[config.mk]
export PLATFORM = sky130hd
export DESIGN_NAME = qdsm_ram
export DESIGN_NICKNAME = d
export VERILOG_FILES = /design/src/hw/rtl/queue_delay_statistics_monitor_assert.svh /design/src/hw/rtl/qdsm_ram.sv
export SDC_FILE = /design/constraint.sdc
export NUM_CORES = 2
export LEC_CHECK = 0
export BUFFER_PORTS_ARGS = -buffer_cell sky130_fd_sc_hd__buf_4
export CAP_MARGIN = 20
export CORE_MARGIN = 1.5
export CORE_UTILIZATION = 55
export DETAILED_ROUTE_END_ITERATION = 12
export GPL_TIMING_DRIVEN = 1
export PLACE_DENSITY = 0.75
export SKIP_CTS_REPAIR_TIMING = 1
export SYNTH_ARGS = -nofsm -noshare
export SYNTH_HDL_FRONTEND = slang
export SYNTH_SLANG_ARGS = --single-unit
[constraint.sdc]
create_clock -name i_clk -period 4.8 [get_ports i_clk]
set_input_delay 0.72 -clock i_clk [delete_from_list [all_inputs] [get_ports i_clk]]
set_output_delay 0.72 -clock i_clk [all_outputs]
set_load 0.01 [all_outputs]
[src/hw/rtl/queue_delay_statistics_monitor_assert.svh]
// ---------------------------------------------------------------------------
// queue delay statistics monitor - assertion macros
// shared wrappers for the clocked checks in the monitor rtl
// ---------------------------------------------------------------------------
`ifndef QUEUE_DELAY_STATISTICS_MONITOR_ASSERT_SVH
`define QUEUE_DELAY_STATISTICS_MONITOR_ASSERT_SVH

// same-cycle implication, masked while reset is held
`define QDSM_ASSERT_NOW(label, clk, rst_n, ante, cons, msg) \
    label: assert property (@(posedge clk) disable iff (!(rst_n)) (ante) |-> (cons)) \
        else $error(msg);

// next-cycle implication, masked while reset is held
`define QDSM_ASSERT_NEXT(label, clk, rst_n, ante, cons, msg) \
    label: assert property (@(posedge clk) disable iff (!(rst_n)) (ante) |=> (cons)) \
        else $error(msg);

`endif

[src/hw/rtl/qdsm_ram.sv]
// ---------------------------------------------------------------------------
// qdsm_ram
// generic simple dual-port ram, one write port, one registered read port
// ---------------------------------------------------------------------------
`default_nettype none

module qdsm_ram #(
    parameter int WIDTH = 32,
    parameter int DEPTH = 128
) (
    input  wire logic                     i_clk,
    input  wire logic                     i_wr_en,
    input  wire logic [$clog2(DEPTH)-1:0] i_wr_addr,
    input  wire logic [WIDTH-1:0]         i_wr_data,
    input  wire logic [$clog2(DEPTH)-1:0] i_rd_addr,
    output logic      [WIDTH-1:0]         o_rd_data
);

    logic [WIDTH-1:0] r_mem [DEPTH];

    always_ff @(posedge i_clk) begin
        if (i_wr_en) begin
            r_mem[i_wr_addr] <= i_wr_data;
        end
        o_rd_data <= r_mem[i_rd_addr];
    end

endmodule

`default_nettype wire

==> reports/qor.txt <==
Met2 Use GR: 47.1%
Port bufs: 79
Num rows: 195
Setup violations, final: 0
Crit Path Class: input pin to flip-flop
NumNets Final: 6528
Min-Delay Path Class: input pin to flip-flop
H-tree lvl count: 5
Chip width: 536 um
Die height: 536 um
Worst-Margin Slew: 1.23 ns
Mean area per synthesized cell: 26.1 sq um
GRT Overall Usage: 28.8%
Cell area after layout: 0.177 sq mm
Grt total ovfl: 0
WP data arrival: 4.11 ns
Peak supply drop: 343 uV
Io pins: 80
Clock Latency Late Sink: 0.93 ns
Post-synth top area cell: edfxtp_1
Routed WL per cell: 39.1 um
Final Critical Period: 3.31 ns
Worst Path Required: 5.60 ns
Post-synth cell types: 17
Sequential share of the synthesized area: 79.1%
PwrDens: 423 mW/mm^2
Final Hold Viols: 0
Top cells by area, synth: edfxtp_1 79%, mux4_2 19%, clkbuf_1 0.44%, dfxtp_1 0.41%, nor2_1 0.29%
DP Worst Slack: 0.608 ns
Largest net degree at the start of global routing: 103
Max_slew headroom: 18.3%
Status: finished, final reports clean
Vias in the first global route: 74600
Worst Setup End Kind: flip-flop
Most frequent cells in the layout: 4096 x edfxtp_1, 1344 x mux4_2, 402 x clkbuf_16, 356 x buf_4, 119 x nor2_4
Initial antenna violation count: 40
DP HPWL: 215000 um
Max Freq: 302 MHz
First DRT Iteration DRCs: 11400
Initial core utilization: 55.3%
First-pass GRT wire length: 572000 um
Crit path launch type: input pin
Detailed Routing Iterations Pass 1: 5
Syn-to-layout area delta: 13.4%
Met1 GRT Util: 38.0%
Drt total wl: 413000 um
Mapped Area: 0.156 sq mm
Share of cells above drive strength 1: 36.7%
Routability cong.: 0.851
Skew final: 0.0452 ns
Commonest non-fill, non-tap cell in the layout: edfxtp_1
Clock root cell: clkbuf_16
Vias: 73600
Top cell type's share of synthesized area: 78.7%
Gate Count Post-Synth: 5990
Clock Sink Count: 4128
Setup ws final: 1.49 ns
Die ar.: 0.287 sq mm
Routed Antenna Nets: 0
Clk slew on worst S/H paths: 0.06 ns
Synth warn: 0
RSZ-0062 raised after global routing: no
Fin crit share: 68.9%
Seq cells post-synth: 4128
Setup_tns: 0 ns
Post-Syn Nets: 6038
Max-cap violation count: 0
Total CTS buffers: 390
CTS tree: yes
Gr busiest metal: met2
Routing usage on met3: 6.24%
Via-per-instance ratio: 6.96
Final cell count without fillers: 10600
Final Max Tran Viols: 0
# placed instances: 9831
CORE AREA: 0.283 sq mm
Area post-placement: 0.164 sq mm
DRC viols: 0
Flop-to-flop setup slack: 2.08 ns
Crit path max fanout: 39
Leakage: 54.5 nW
Clk buf depth: 4
## logic make-up after synthesis
logic type             count (synthesis)  synth area share, %
buffers and inverters                316                0.839
flip-flops                          4128                 79.1
multiplexers                        1376                 19.6
AND/OR/NAND/NOR                      170                0.446
## sequential cells by signal, summed over array words and instances, names as in the netlist
signal	flops
r_mem	4096
o_rd_data	32
## path summary, 6_finish.rpt
kind / start / to / depth (start not counted)
max reg2reg: r_mem[55][19] / o_rd_data[19] / 4
min: i_wr_data[29] / r_mem[68][29] / 1
min reg2reg: r_mem[107][23] / o_rd_data[23] / 4
max: i_rd_addr[0] / o_rd_data[20] / 8
## cell usage after synthesis (all sizes together)
cell / count
nand3: 12
buf: 134
nor2b: 7
or3: 1
nand4: 3
nor3: 9
edfxtp: 4096
nor2: 122
mux4: 1344
dfxtp: 32
nand2b: 2
clkbuf: 182
nand2: 14
mux2: 32
## power breakdown
part	switching [W]	internal, W	total [W]
Combinational	0.00237	0.00153	0.00389
Sequential	0.000164	0.0398	0.0400
Clock	0.0132	0.0178	0.0311
## area by class of cell
cell class,count,area [sq um]
Sequential cell,4128,124000
Fill cell,17400,105000
Multi-Input combinational cell,1546,32300
Clock buffer,476,10500
Tap cell,3743,4680
Timing Repair Buffer,414,3830
Clock inverter,238,2290
Antenna cell,28,70.1
## stage by stage
| stage | hold slack [ns] | util [%] | total power, W |
|---|---|---|---|
| floorplan | 0.819 | - | 0.0426 |
| global placement | 1.11 | 58.2 | 0.0444 |
| detailed placement | 1.11 | 58.2 | 0.0445 |
| CTS | 0.325 | 62.7 | 0.0751 |
| global route | 0.388 | 62.7 | 0.0765 |
| finish | 0.366 | 62.8 | 0.0749 |
## routing by layer
layer,share of wire [%],vias to the layer above
li1,-,27400
met1,34,39600
met2,49,5762
met3,12,854
met4,4.6,12
met5,0.019,-
## critical path, stage by stage
cell,delay (ns)
buf_16,0.34
buf_12,0.28
buf_12,0.24
buf_4,0.21
mux4_2,0.55
mux4_2,0.64
mux4_2,0.67
mux2_2,0.32
Power figures use the tool's default switching activity.
